===== src/rtl/krt_pkg.sv =====
package krt_pkg;

   // command codes carried on the request channel
   typedef enum logic [1:0] {
      ACT_INSERT = 2'd0,
      ACT_UPDATE = 2'd1,
      ACT_DELETE = 2'd2,
      ACT_SEARCH = 2'd3
   } krt_action_type;

   // status codes returned on the response channel
   typedef enum logic [2:0] {
      ST_OK      = 3'd0,
      ST_FULL    = 3'd1,
      ST_DUP     = 3'd2,
      ST_MISSING = 3'd3,
      ST_EMPTY   = 3'd4
   } krt_status_type;

   // controller states
   typedef enum logic {
      S_IDLE = 1'b0,
      S_SCAN = 1'b1
   } krt_state_type;

   localparam int DATA_W = 32;
   localparam int SLOT_OUT_W = 7;
   localparam int COUNT_OUT_W = 8;

   // one stored record
   typedef struct packed {
      logic signed [DATA_W-1:0] key;
      logic signed [DATA_W-1:0] quantity;
      logic        [DATA_W-1:0] price;
   } krt_record_type;

   // command token that travels down the chain of cells
   typedef struct packed {
      krt_action_type           action;
      logic signed [DATA_W-1:0] key;
      logic signed [DATA_W-1:0] quantity;
      logic        [DATA_W-1:0] price;
      logic                     hit;
      logic signed [DATA_W-1:0] found_quantity;
      logic        [DATA_W-1:0] found_price;
   } krt_token_type;

endpackage


===== src/rtl/krt_cell.sv =====
module krt_cell
   import krt_pkg::*;
#(
   parameter int CELL_INDEX = 0,
   parameter int IDX_W      = 7,
   parameter int CNT_W      = 8
) (
   input  logic                 clock,
   input  logic                 reset,
   input  logic                 tok_valid_i,
   input  krt_token_type        tok_i,
   input  logic [IDX_W-1:0]     tok_slot_i,
   input  logic [CNT_W-1:0]     tok_count_i,
   input  krt_record_type       next_rec_i,
   output logic                 tok_valid_o,
   output krt_token_type        tok_o,
   output logic [IDX_W-1:0]     tok_slot_o,
   output logic [CNT_W-1:0]     tok_count_o,
   output krt_record_type       rec_o
);

   localparam logic [CNT_W-1:0] MY_POS = CNT_W'(CELL_INDEX);
   localparam logic [IDX_W-1:0] MY_SLOT = IDX_W'(CELL_INDEX);

   krt_record_type       rec_ff, rec_in;
   logic                 tok_valid_ff;
   krt_token_type        tok_ff, tok_in;
   logic [IDX_W-1:0]     slot_ff, slot_in;
   logic [CNT_W-1:0]     count_ff;

   logic in_range;
   logic match;

   // compare the passing command against the record held here
   always_comb begin
      in_range = tok_count_i > MY_POS;
      match    = tok_valid_i && in_range && !tok_i.hit && (rec_ff.key == tok_i.key);

      rec_in  = rec_ff;
      tok_in  = tok_i;
      slot_in = tok_slot_i;

      if (match) begin
         tok_in.hit = 1'b1;
         slot_in    = MY_SLOT;
      end

      if (tok_valid_i) begin
         case (tok_i.action)
            ACT_INSERT: begin
               // first free slot takes the new record when no duplicate was seen
               if (!tok_i.hit && tok_count_i == MY_POS) begin
                  rec_in.key      = tok_i.key;
                  rec_in.quantity = tok_i.quantity;
                  rec_in.price    = tok_i.price;
               end
            end
            ACT_UPDATE: begin
               if (match) begin
                  rec_in.quantity = tok_i.quantity;
               end
            end
            ACT_DELETE: begin
               // matched slot and every later occupied slot pull in the neighbour record
               if (in_range && (match || tok_i.hit)) begin
                  rec_in = next_rec_i;
               end
            end
            ACT_SEARCH: begin
               if (match) begin
                  tok_in.found_quantity = rec_ff.quantity;
                  tok_in.found_price    = rec_ff.price;
               end
            end
            default: begin
               rec_in = rec_ff;
            end
         endcase
      end
   end

   // record storage and token payload, no reset
   always_ff @(posedge clock) begin
      rec_ff   <= rec_in;
      tok_ff   <= tok_in;
      slot_ff  <= slot_in;
      count_ff <= tok_count_i;
   end

   // token valid travels with reset
   always_ff @(posedge clock) begin
      if (reset) begin
         tok_valid_ff <= 1'b0;
      end else begin
         tok_valid_ff <= tok_valid_i;
      end
   end

   assign tok_valid_o = tok_valid_ff;
   assign tok_o       = tok_ff;
   assign tok_slot_o  = slot_ff;
   assign tok_count_o = count_ff;
   assign rec_o       = rec_ff;

endmodule


===== config.mk =====
export PLATFORM = sky130hd
export DESIGN_NAME = krt_cell
export DESIGN_NICKNAME = d
export VERILOG_FILES = /design/src/rtl/krt_pkg.sv /design/src/rtl/krt_cell.sv
export SDC_FILE = /design/constraint.sdc
export NUM_CORES = 1
export LEC_CHECK = 0
export ABC_CLOCK_PERIOD_IN_PS = 7110
export BUFFER_PORTS_ARGS = -buffer_cell sky130_fd_sc_hd__buf_4
export CAP_MARGIN = 30
export CORE_AREA = 5 5 215 217
export DETAILED_ROUTE_END_ITERATION = 10
export DIE_AREA = 0 0 220 222
export PLACE_DENSITY = 0.45
export SKIP_LAST_GASP = 1
export SYNTH_ARGS = -nofsm -noshare
export SYNTH_HDL_FRONTEND = slang
export SYNTH_SLANG_ARGS = --single-unit

===== constraint.sdc =====
create_clock -name clock -period 7.11 [get_ports clock]
set_clock_uncertainty 0.05 [all_clocks]
set_input_delay 0.3555 -clock clock [delete_from_list [all_inputs] [get_ports clock]]
set_output_delay 0.3555 -clock clock [all_outputs]
set_load 0.03 [all_outputs]

==> impl_metrics.tcl <==
set metrics [dict create \
    synth_adder_area_share 0 \
    whs_path_depth 3 \
    worst_path_max_delay_cell "nand4_4" \
    synth_xor_area_frac 0.0258 \
    tightest_slew_ns 0.859 \
    clock_path_buffers 3 \
    muxShareOfSynthArea 0.219 \
    hold_end "rec_o[89]" \
    placementRows 77 \
    synth_area_um2 9150 \
    synthCells 530 \
    period_share 0.477 \
    cts-root-buf "clkbuf_16" \
    die-area_um2 48800 \
    nets 1564 \
    synthToLayoutAreaGrowth_pct 85.2 \
    finalHoldViolCount 0 \
    ctsHtreeMaxLevel 2 \
    synth.avg_cell_area_um2 17.3 \
    required_ns 7.46 \
    yosysSeqAreaShare 0.706 \
    yosysWarnings 0 \
    drt_first_pass_iters 4 \
    r2r-start "rec_o[65]" \
    p_int_mw 3.08 \
    syn_nets 807 \
    drv_slew 0 \
    clock_latency_ns 0.52 \
    drive_gt1_frac 0.590 \
    fin_area_um2 16900 \
    place.port_buffers 551 \
    clock_power_share 0.426 \
    ir_drop_mv 0.155 \
    synth_compound_area_frac 0.00779 \
    die_w_um 220 \
    p_per_area_nw_per_um2 241 \
    power_leakage_nw 7.53 \
    path_class "input port to flop" \
    grtUsageTotal 0.144 \
    clk_pin_slew_ns 0.06 \
    drtAntennaViolNets 0 \
    cts_tree "built" \
    switchingPower_mw 1.00 \
    dpl_cell_area_um2 14000 \
    rsz0062_at_grt "false" \
    pwr-share-seq 0.425 \
    synth.distinct_cells 31 \
    synth-edff-count 96 \
    fin_util 0.386 \
    crit_chain "dlygate4sd3_1, buf_4, xor2_1, nor4_1, and4_1, nand4_4, buf_4, mux2_4" \
    reg2reg_to "tok_o[58]" \
    synth_ff_type "dfxtp_1" \
    maxCapViolCount 0 \
    start_util 0.208 \
    setup_tns_ns 0 \
    grt_max_degree 53 \
    cpMostUsedCell "buf_4" \
    route.detailed.drc 0 \
    synth_top_family_by_area "multiplexers" \
    chipHeight_um 222 \
    netSwitchingFraction 0.246 \
    fmax_mhz 295 \
    globalplace.congestion 0.782 \
    fillerInstances 4283 \
    ys_ff_latch 275 \
    setup_viol 0 \
    io_pins 552 \
    synthArstFlopShare 0 \
    endpoint_kind "flop" \
    min_path_type "input port to flop" \
    grt_pass1_vias 8129 \
    critPathLaunchType "input port" \
    reg2reg_depth 7 \
    grt_pass1_wl_mm 52.8 \
    drtIter0Drc 264 \
    routedWlPerCell_um 19.4 \
    cts_sinks 275 \
    dpl.hpwl_mm 27.6 \
    antenna_found_initial 1 \
    grt_overflow 0 \
    synth-simple-area-share 0.0265 \
    r2r_setup_slack_ns 3.79 \
    fin_crit_ns 3.39 \
    status "finished, final reports clean" \
    finalWirelength_mm 37.0 \
    cp.arrival_ns 3.74 \
    cts_buffers 35 \
    p_comb_frac 0.149 \
    core_um2 43900 \
    viasPerCell 3.82 \
    vias 7277 \
    hold_slack_ns 0.0621 \
    critPathMaxFanout 37 \
    critPathMaxStageDelay_ns 0.66 \
    min_from "next_rec_i[89]" \
    slew_headroom 0.427 \
]
==> routing by layer <==
layer,part of all wire,GRT usage,vias to the layer above
li1,-,-,3435
met2,0.51,0.257,350
met3,0.098,0.0593,71
met4,0.034,0.0517,0
met1,0.36,0.152,3421
met5,0,0,-
==> worst max-delay path, delay by kind of cell <==
kind          cells  cell delay (ns)
simple gates      3             1.46
buf+inv           3             1.35
mux               1             0.39
xor+xnor          1             0.15
==> repair_timing <==
| action | in CTS | in global routing |
|---|---|---|
| setup buffers | 0 | 0 |
| hold buffers | 179 | 0 |
| hold endpoints to repair | 179 | 0 |
| gates resized for setup | 0 | 0 |
==> cells in the mapped netlist, drive strengths merged (4+ instances only) <==
| library cell | number | area [um^2] |
|---|---|---|
| and2 | 7 | 43.8 |
| inv | 6 | 22.5 |
| o21ai | 4 | 20.0 |
| mux2 | 158 | 2000 |
| xnor2 | 19 | 166 |
| xor2 | 8 | 70.1 |
| nand2 | 5 | 18.8 |
| buf | 8 | 76.3 |
| nand2b | 4 | 25.0 |
| nor4 | 5 | 46.3 |
| nand4 | 6 | 52.6 |
| clkbuf | 9 | 33.8 |
| edfxtp | 96 | 2880 |
| dfxtp | 179 | 3580 |
==> logic make-up after synthesis <==
| logic type | Yosys count |
|---|---|
| AND/OR/NAND/NOR | 37 |
| XOR/XNOR | 27 |
| buffers and inverters | 23 |
| multiplexers | 158 |
| flip-flops | 275 |
| AO/OA/AOI/OAI | 10 |
==> layout make-up <==
class / count / area (um^2) / share of cell area
timing repair buffer: 737 / 6000 / 0.354
multi-input combinational: 232 / 2590 / 0.153
clock buffer: 52 / 1040 / 0.0614
clock inverter: 10 / 90.1 / 0.00532
sequential: 275 / 6470 / 0.382
antenna: 1 / 2.50 / 0.000148
tap: 592 / 741 / 0.0437
inverter: 6 / 22.5 / 0.00133
==> placed cells by master (no fill, tap or decap), drive strengths merged, types with 2 or more instances in the layout <==
master and count:
o21ai 4, nand4 6, clkinv 6, dfxtp 179, dlygate4sd3 179, and2 7, nor2 2, nor2b 2
clkbuf 52, edfxtp 96, xnor2 19, nor3 2, nand2b 4, nor4 5, xor2 8, buf 558
nand2 5, and3 2, mux2 158, inv 8
==> worst max path at each step <==
stage               startpoint         to  cells after the start  slack, ns
floorplan            rec_o[84]   rec_o[0]                      5       0.42
global placement    tok_i[130]  tok_o[40]                      7       3.02
detailed placement  tok_i[157]  tok_o[38]                      7       3.55
CTS                 tok_i[157]  tok_o[58]                      8       3.51
global route        tok_i[157]  tok_o[58]                      8       3.44
finish              tok_i[157]  tok_o[58]                      8       3.72
==> state kept, by name, indices dropped and copies added (netlist names) <==
signal       cells
tok_slot_o       7
tok_o          163
tok_count_o      8
tok_valid_o      1
rec_o           96
==> metrics by stage <==
step	cells	setup WS (ns)	power, mW
2_1_floorplan	530	0.416	2.01
3_3_place_gp	1661	3.02	2.30
3_5_place_dp	1663	3.55	2.30
4_1_cts	1904	3.51	4.17
5_1_grt	1905	3.44	4.26
6_report	1905	3.72	4.08
==> power groups by stage <==
| stage | combinational (mW) | clock [mW] | sequential, mW |
|---|---|---|---|
| 6_report | 0.607 | 1.74 | 1.74 |
| 5_1_grt | 0.641 | 1.88 | 1.74 |
| 4_1_cts | 0.615 | 1.82 | 1.74 |
| 3_5_place_dp | 0.529 | 0 | 1.77 |
| 3_3_place_gp | 0.528 | 0 | 1.77 |
| 2_1_floorplan | 0.0994 | 0 | 1.91 |
(Power assumes the default switching activity.)
